`config.mk`:
```
export PLATFORM = sky130hd
export DESIGN_NAME = watermark_flow_control_fifo
export DESIGN_NICKNAME = d
export VERILOG_FILES = /design/src/hdl/wmfc_pkg.sv /design/src/hdl/watermark_flow_control_fifo.sv /design/src/hdl/wmfc_ram.sv /design/src/hdl/wmfc_ctrl.sv /design/src/hdl/wmfc_dp.sv
export SDC_FILE = /design/constraint.sdc
export NUM_CORES = 2
export LEC_CHECK = 0
export BUFFER_PORTS_ARGS = -buffer_cell sky130_fd_sc_hd__buf_4
export CAP_MARGIN = 20
export CORE_MARGIN = 2
export CORE_UTILIZATION = 35
export DETAILED_ROUTE_END_ITERATION = 8
export PLACE_DENSITY_LB_ADDON = 0.12
export SLEW_MARGIN = 20
export SYNTH_ARGS = -nofsm -noshare
export SYNTH_HDL_FRONTEND = slang
export SYNTH_HIERARCHICAL = 1
export SYNTH_SLANG_ARGS = --single-unit
```
`constraint.sdc`:
```
create_clock -name clk -period 4.1 [get_ports clk]
set_input_delay 0.41 -clock clk [delete_from_list [all_inputs] [get_ports clk]]
set_output_delay 0.41 -clock clk [all_outputs]
set_load 0.05 [all_outputs]
```
`src/hdl/wmfc_pkg.sv`:
```
package wmfc_pkg;

  localparam int DEPTH   = 256;
  localparam int ADDR_W  = $clog2(DEPTH);
  localparam int LEVEL_W = $clog2(DEPTH + 1);
  localparam int LIMIT_W = 9;
  localparam int FILL_W  = 9;
  localparam int BYTE_W  = 8;
  localparam int CMP_W   = (LEVEL_W > LIMIT_W) ? LEVEL_W : LIMIT_W;

  localparam logic [LIMIT_W-1:0] STOP_LIMIT_RST   = LIMIT_W'(192);
  localparam logic [LIMIT_W-1:0] RESUME_LIMIT_RST = LIMIT_W'(64);

  typedef enum logic [1:0] {
    CMD_WRITE    = 2'd0,
    CMD_READ     = 2'd1,
    CMD_GO_ACK   = 2'd2,
    CMD_STOP_ACK = 2'd3
  } cmd_t;

  typedef enum logic [1:0] {
    FS_GO       = 2'd0,
    FS_STOPPING = 2'd1,
    FS_STOP     = 2'd2,
    FS_RESUMING = 2'd3
  } flow_state_t;

  typedef enum logic [1:0] {
    ACT_NONE = 2'd0,
    ACT_GO   = 2'd1,
    ACT_STOP = 2'd2
  } action_t;

  typedef enum logic [1:0] {
    FLT_NONE  = 2'd0,
    FLT_FULL  = 2'd1,
    FLT_EMPTY = 2'd2
  } fault_t;

  typedef enum logic {
    REG_STOP_LIMIT   = 1'b0,
    REG_RESUME_LIMIT = 1'b1
  } reg_index_t;

  typedef enum logic {
    CS_IDLE = 1'b0,
    CS_EXEC = 1'b1
  } ctrl_state_t;

  // controller to datapath
  typedef struct packed {
    logic exec;
    logic load_out;
  } dp_cmd_t;

endpackage

```
`src/hdl/watermark_flow_control_fifo.sv`:
```
// Channel   Direction  tdata (low bit up)                          tuser
// s_axis    in         write_byte[7:0]                             cmd[1:0]
// m_axis    out        read_byte, action, fault, fill_level, pad   read_valid
// cfg       in         cfg_data: stop_limit / resume_limit by cfg_addr
//
// Each request is accepted in the idle state, and the registered byte store read
// completes in the exec state, after which the result enters the output register.
// A request is taken while an earlier result still waits in the output register.
// A stalled m_axis holds the following request in the exec state.
// rst is synchronous: level 0, both pointers 0, flow state go, limits 192/64.
module watermark_flow_control_fifo
  import wmfc_pkg::*;
(
  input  logic               clk,
  input  logic               rst,
  input  logic               s_tvalid,
  output logic               s_tready,
  input  logic [7:0]         s_tdata,   // write_byte[7:0]
  input  logic [1:0]         s_tuser,   // cmd[1:0]
  output logic               m_tvalid,
  input  logic               m_tready,
  output logic [23:0]        m_tdata,   // read_byte[7:0], action[9:8], fault[11:10],
                                        // fill_level[20:12], zero[23:21]
  output logic               m_tuser,   // read_valid
  input  logic               cfg_we,
  input  logic               cfg_addr,
  input  logic [LIMIT_W-1:0] cfg_data
);

  dp_cmd_t           cmd;
  logic [BYTE_W-1:0] read_byte;
  logic [1:0]        action;
  logic [1:0]        fault;
  logic [FILL_W-1:0] fill_level;

  wmfc_ctrl u_ctrl (
    .clk       (clk),
    .rst       (rst),
    .in_valid  (s_tvalid),
    .in_ready  (s_tready),
    .out_valid (m_tvalid),
    .out_ready (m_tready),
    .cmd       (cmd)
  );

  wmfc_dp u_dp (
    .clk        (clk),
    .rst        (rst),
    .cmd        (cmd),
    .in_cmd     (s_tuser),
    .in_byte    (s_tdata),
    .cfg_we     (cfg_we),
    .cfg_addr   (cfg_addr),
    .cfg_data   (cfg_data),
    .read_byte  (read_byte),
    .read_valid (m_tuser),
    .action     (action),
    .fault      (fault),
    .fill_level (fill_level)
  );

  assign m_tdata = {3'b000, fill_level, fault, action, read_byte};

endmodule

```
`src/hdl/wmfc_ram.sv`:
```
module wmfc_ram #(
  parameter int WIDTH = 8,
  parameter int DEPTH = 256
) (
  input  logic                     clk,
  input  logic                     we,
  input  logic [$clog2(DEPTH)-1:0] waddr,
  input  logic [WIDTH-1:0]         wdata,
  input  logic                     re,
  input  logic [$clog2(DEPTH)-1:0] raddr,
  output logic [WIDTH-1:0]         rdata
);

  logic [WIDTH-1:0] mem [DEPTH];

  always_ff @(posedge clk) begin
    if (we) begin
      mem[waddr] <= wdata;
    end
    if (re) begin
      rdata <= mem[raddr];
    end
  end

endmodule

```
`src/hdl/wmfc_ctrl.sv`:
```
module wmfc_ctrl
  import wmfc_pkg::*;
(
  input  logic    clk,
  input  logic    rst,
  input  logic    in_valid,
  output logic    in_ready,
  output logic    out_valid,
  input  logic    out_ready,
  output dp_cmd_t cmd
);

  ctrl_state_t state, state_next;
  logic        out_valid_next;

  always_comb begin
    state_next = state;
    unique case (state)
      CS_IDLE: begin
        if (in_valid) begin
          state_next = CS_EXEC;
        end
      end
      CS_EXEC: begin
        if (!out_valid || out_ready) begin
          state_next = CS_IDLE;
        end
      end
      default: state_next = CS_IDLE;
    endcase
  end

  always_comb begin
    in_ready     = 1'b0;
    cmd.exec     = 1'b0;
    cmd.load_out = 1'b0;
    unique case (state)
      CS_IDLE: begin
        in_ready = 1'b1;
        cmd.exec = in_valid;
      end
      CS_EXEC: begin
        // hold the result until the output register frees up
        cmd.load_out = !out_valid || out_ready;
      end
      default: ;
    endcase
  end

  assign out_valid_next = cmd.load_out || (out_valid && !out_ready);

  always_ff @(posedge clk) begin
    if (rst) begin
      state     <= CS_IDLE;
      out_valid <= 1'b0;
    end else begin
      state     <= state_next;
      out_valid <= out_valid_next;
    end
  end

endmodule

```
`src/hdl/wmfc_dp.sv`:
```
module wmfc_dp
  import wmfc_pkg::*;
(
  input  logic               clk,
  input  logic               rst,
  input  dp_cmd_t            cmd,
  input  logic [1:0]         in_cmd,
  input  logic [BYTE_W-1:0]  in_byte,
  input  logic               cfg_we,
  input  logic               cfg_addr,
  input  logic [LIMIT_W-1:0] cfg_data,
  output logic [BYTE_W-1:0]  read_byte,
  output logic               read_valid,
  output logic [1:0]         action,
  output logic [1:0]         fault,
  output logic [FILL_W-1:0]  fill_level
);

  logic [ADDR_W-1:0]  head, head_next;
  logic [ADDR_W-1:0]  tail, tail_next;
  logic [LEVEL_W-1:0] occupancy, occupancy_next;
  flow_state_t        flow, flow_mid, flow_next;
  logic [LIMIT_W-1:0] stop_limit, resume_limit;
  action_t            pend_action, action_next;
  fault_t             pend_fault, fault_next;
  logic               pend_rvalid, rvalid_next;
  logic               ram_we;
  logic [BYTE_W-1:0]  ram_rdata;
  logic               full, empty;
  logic [CMP_W-1:0]   level_cmp, stop_cmp, resume_cmp;

  wmfc_ram #(
    .WIDTH (BYTE_W),
    .DEPTH (DEPTH)
  ) u_ram (
    .clk   (clk),
    .we    (ram_we),
    .waddr (tail),
    .wdata (in_byte),
    .re    (cmd.exec),
    .raddr (head),
    .rdata (ram_rdata)
  );

  function automatic logic [ADDR_W-1:0] advance(input logic [ADDR_W-1:0] idx);
    advance = (idx == ADDR_W'(DEPTH - 1)) ? '0 : idx + ADDR_W'(1);
  endfunction

  assign full  = (occupancy == LEVEL_W'(DEPTH));
  assign empty = (occupancy == '0);

  always_comb begin
    head_next      = head;
    tail_next      = tail;
    occupancy_next = occupancy;
    flow_mid       = flow;
    fault_next     = FLT_NONE;
    rvalid_next    = 1'b0;
    ram_we         = 1'b0;
    case (cmd_t'(in_cmd))
      CMD_WRITE: begin
        if (full) begin
          fault_next = FLT_FULL;
        end else begin
          ram_we         = cmd.exec;
          tail_next      = advance(tail);
          occupancy_next = occupancy + LEVEL_W'(1);
        end
      end
      CMD_READ: begin
        if (empty) begin
          fault_next = FLT_EMPTY;
        end else begin
          rvalid_next    = 1'b1;
          head_next      = advance(head);
          occupancy_next = occupancy - LEVEL_W'(1);
        end
      end
      CMD_GO_ACK: begin
        if (flow == FS_RESUMING) begin
          flow_mid = FS_GO;
        end
      end
      default: begin
        if (flow == FS_STOPPING) begin
          flow_mid = FS_STOP;
        end
      end
    endcase
  end

  assign level_cmp  = CMP_W'(occupancy_next);
  assign stop_cmp   = CMP_W'(stop_limit);
  assign resume_cmp = CMP_W'(resume_limit);

  // watermark check on the level left by this request
  always_comb begin
    flow_next   = flow_mid;
    action_next = ACT_NONE;
    if (flow_mid == FS_GO && level_cmp > stop_cmp) begin
      flow_next   = FS_STOPPING;
      action_next = ACT_STOP;
    end else if (flow_mid == FS_STOP && level_cmp <= resume_cmp) begin
      flow_next   = FS_RESUMING;
      action_next = ACT_GO;
    end
  end

  always_ff @(posedge clk) begin
    if (rst) begin
      head         <= '0;
      tail         <= '0;
      occupancy    <= '0;
      flow         <= FS_GO;
      stop_limit   <= STOP_LIMIT_RST;
      resume_limit <= RESUME_LIMIT_RST;
    end else begin
      if (cmd.exec) begin
        head      <= head_next;
        tail      <= tail_next;
        occupancy <= occupancy_next;
        flow      <= flow_next;
      end
      if (cfg_we) begin
        unique case (reg_index_t'(cfg_addr))
          REG_STOP_LIMIT:   stop_limit   <= cfg_data;
          REG_RESUME_LIMIT: resume_limit <= cfg_data;
          default: ;
        endcase
      end
    end
  end

  always_ff @(posedge clk) begin
    if (cmd.exec) begin
      pend_action <= action_next;
      pend_fault  <= fault_next;
      pend_rvalid <= rvalid_next;
    end
    if (cmd.load_out) begin
      read_byte  <= pend_rvalid ? ram_rdata : '0;
      read_valid <= pend_rvalid;
      action     <= pend_action;
      fault      <= pend_fault;
      fill_level <= FILL_W'(occupancy);
    end
  end

endmodule

```
==> reports/metrics.yaml <==
setup_path:
  r2r_end: "u_dp/u_ram/rdata[0]$_DFFE_PP_"
  endpoint: "u_dp/u_ram/rdata[0]$_DFFE_PP_"
  crit_buf_inv: 2
  critical_path_class: "reg -> reg"
  cp_cell_sequence: "buf_12 -> buf_4 -> mux4_2 -> a22oi_1 -> a21oi_1 -> nor4_1 -> nor4_2"
  reg2regPathDepth: 7
  startpoint: "u_dp/head[0]$_SDFFE_PP0P_"
  reg2reg_slack_ns: 0.26
  cp_max_fo: 28
  cpMaxStageDelayCell: "nor4_1"
  cpPeakStageDelay_ns: 1.08
  cp_top_family: "simple AND/OR/NAND/NOR gates"
  worstSetupStartpointType: "register"
  cp-end-kind: "register"
  r2r_start: "u_dp/head[0]$_SDFFE_PP0P_"
  path_depth: 7
  crit_required_ns: 4.68
  arrival_ns: 4.41
pwr:
  pwr-share-seq: 0.530
  peakVddDrop_v: 0.000473
  clkPwrFrac: 0.442
  combPwrFrac: 0.028
  switching_power_mw: 9.43
  p_sw_frac: 0.208
  leakagePower_nw: 30.0
  internal_power_mw: 35.8
  power_density_nw_per_um2: 463
yosys:
  synth.avg_cell_area_sq_um: 20.2
  synth_xor_xnor_area_share: 0.00210
  ys_seq_area_frac: 0.760
  synth_adder_area_share: 0.00330
  yosys_register_bits: 2130
  syn_area_sq_um: 83500
  synth_cells: 4142
  async_flop_share: 0
  yosys_most_used_dff: "edfxtp_1"
  synth_simple_gate_area_frac: 0.0352
  synth-edff-count: 2083
  synth_top_family_by_area: "multiplexers"
  synth_compound_area_frac: 0.0390
  yosysUniqueCellTypes: 87
  synthMuxAreaShare: 0.140
  synth_warnings: 6
sta:
  rsz0062_at_grt: "no"
  clock_skew_ns: 0.0560
  fin_crit_ns: 3.84
  setup_viol_count_final: 0
  finalHoldViolations: 0
  fin_ws_ns: 0.264
  tns_ns: 0
  max_freq_ghz: 0.261
  worst-slew-pin-transition_ns: 1.27
  slew-limit-headroom: 0.144
  drv_slew: 0
  final.period_utilization: 0.936
floorplan:
  std_cell_rows: 179
  die_w_um: 492
  die_h_um: 492
  coreArea_sq_um: 238000
  pin_count: 52
  start_util: 0.351
  dieArea_sq_um: 242000
cts:
  cts_max_level: 4
  clockRootBuffer: "clkbuf_16"
  cts.path.max_buffers: 3
  tritoncts: "done"
  cts-buffers-inserted: 221
  clkTransAtPathRegs_ns: 0.06
  clock_latency_ns: 0.88
  clock_sinks: 2130
  cts_setup_buffers: 0
detailed_routing:
  drtPass1Iterations: 5
  via_per_inst: 5.34
  wire_per_inst_um: 29.5
  drcViolationCount: 0
  drt_iter0_markers: 4237
  ant_nets: 0
  vias: 42700
  drt_wl_total_mm: 236
layout:
  finalNetCount: 4687
  final_cell_mix: "edfxtp_1, buf_4, mux4_2, nor2_1, clkbuf_16"
  seq_area_sq_um: 63500
  syn2layout_area_growth_pct: 17.1
  post-route-util: 0.411
  multi_input_area_sq_um: 18500
  fillers: 21000
  drive_above_1_share: 0.272
  design_area_sq_um: 97800
  final_common_cell: "edfxtp_1"
global_routing:
  overflow: 0
  grt.total_usage: 0.192
  antenna_found_initial: 11
  grt_max_degree: 139
  grt_pass1_vias: 43200
  grt_first_pass_wirelength_mm: 333
worst_hold_path:
  min-delay-start: "s_tdata[6]"
  hp-class: "in -> reg"
run:
  maxCapViolCount: 0
placement:
  gp_congestion: 0.792
  port_buffers: 48
  hpwl_mm: 150
  pre_cts_slack_ns: 0.238
  placedInstanceArea_sq_um: 90300
status:
  status: "complete, no violations"
==> cell usage after synthesis (12+ instances only) <==
cell | n | area share
edfxtp_1 | 2083 | 0.75
mux4_2 | 454 | 0.12
nor2_1 | 310 | 0.014
mux2i_1 | 139 | 0.017
a22oi_1 | 133 | 0.012
a21oi_1 | 126 | 0.0076
clkbuf_1 | 118 | 0.0053
nand2_1 | 81 | 0.0036
dfxtp_1 | 47 | 0.011
o221ai_1 | 46 | 0.0048
nand3_1 | 45 | 0.0027
nor2b_1 | 37 | 0.0028
buf_2 | 36 | 0.0022
buf_4 | 32 | 0.0029
nor3_1 | 30 | 0.0018
o22ai_1 | 29 | 0.0022
inv_1 | 27 | 0.0012
nor4_1 | 26 | 0.0019
buf_1 | 23 | 0.0010
ha_1 | 22 | 0.0033
buf_6 | 21 | 0.0028
and2_1 | 20 | 0.0015
nand4_1 | 19 | 0.0014
a211oi_1 | 18 | 0.0016
o21ai_0 | 18 | 0.0011
nand2b_1 | 16 | 0.0012
o211ai_1 | 14 | 0.0013
a221oi_1 | 13 | 0.0014
buf_8 | 13 | 0.0023
xor2_1 | 12 | 0.0013
==> cell families after synthesis <==
group / Yosys count
AOI/OAI and AO/OA: 464
xor gates and xnor gates: 20
adders and majority gates: 22
buffers and inverters: 280
DFF: 2130
muxes: 598
other: 1
and+or+nand+nor: 627
==> worst reg2reg max path: cells and delay by family (launching register included) <==
family / cells / cell delay, ns
compound gates: 2 / 0.47
buf+inv: 2 / 0.70
flops: 1 / 0.63
mux: 1 / 0.55
simple gates: 2 / 1.18
==> timing repair <==
action	4_1_cts	5_1_grt
gates resized for setup	0	0
hold buffers	21	1
endpoints found under the hold margin	71	36
==> per-stage QoR <==
step,std cells,power (mW),hold slack (ns)
2_1_floorplan,4144,25.0,0.400
3_3_place_gp,7560,25.7,0.410
3_5_place_dp,7561,25.7,0.405
4_1_cts,7996,45.8,0.00825
5_1_grt,7999,46.6,0.0697
6_report,8005,45.2,0.0384
==> power groups by stage <==
stage / Combinational, mW / Clock (mW) / Sequential [mW]
4_1_cts: 1.30 / 20.5 / 24.0
5_1_grt: 1.38 / 21.3 / 23.9
2_1_floorplan: 0.608 / 0 / 24.4
3_3_place_gp: 1.27 / 0 / 24.4
3_5_place_dp: 1.29 / 0 / 24.4
6_report: 1.27 / 20.0 / 24.0
==> how the worst min path moves through the flow <==
stage | end | cells after the start
finish | u_dp/u_ram/mem[112][6]$_DFFE_PP_ | 1
global route | u_dp/u_ram/mem[117][7]$_DFFE_PP_ | 1
CTS | u_dp/u_ram/mem[90][7]$_DFFE_PP_ | 1
detailed placement | u_dp/fault[1]$_DFFE_PP_ | 0
global placement | u_dp/fault[0]$_DFFE_PP_ | 0
floorplan | u_dp/action[0]$_DFFE_PP_ | 0
==> per-layer routing <==
metal / routed length (um) / track usage / up-vias
li1: - / - / 18200
met1: 104000 / 0.272 / 23100
met2: 112000 / 0.305 / 1218
met3: 14000 / 0.0364 / 302
met4: 6020 / 0.0535 / 4
met5: 25 / 0 / -
==> sequential cells by signal, indices dropped and copies added, names as in the netlist <==
name / flops
u_ctrl/out_valid: 1
u_ctrl/state: 1
u_dp/action: 2
u_dp/fault: 2
u_dp/fill_level: 9
u_dp/flow: 2
u_dp/head: 8
u_dp/occupancy: 9
u_dp/pend_action: 2
u_dp/pend_fault: 2
u_dp/pend_rvalid: 1
u_dp/read_byte: 8
u_dp/read_valid: 1
u_dp/resume_cmp: 9
u_dp/stop_cmp: 9
u_dp/tail: 8
u_dp/u_ram/mem: 2048
u_dp/u_ram/rdata: 8
==> final cells by class <==
type / count / area share
sequential: 2130 / 0.650
multi-input combinational: 1734 / 0.189
clock buffer: 287 / 0.0597
timing repair buffer: 524 / 0.0462
tap: 3167 / 0.0405
clock inverter: 127 / 0.0136
inverter: 29 / 0.00111
antenna: 7 / 0.000179
No activity file was read; power rests on OpenSTA's default activity.
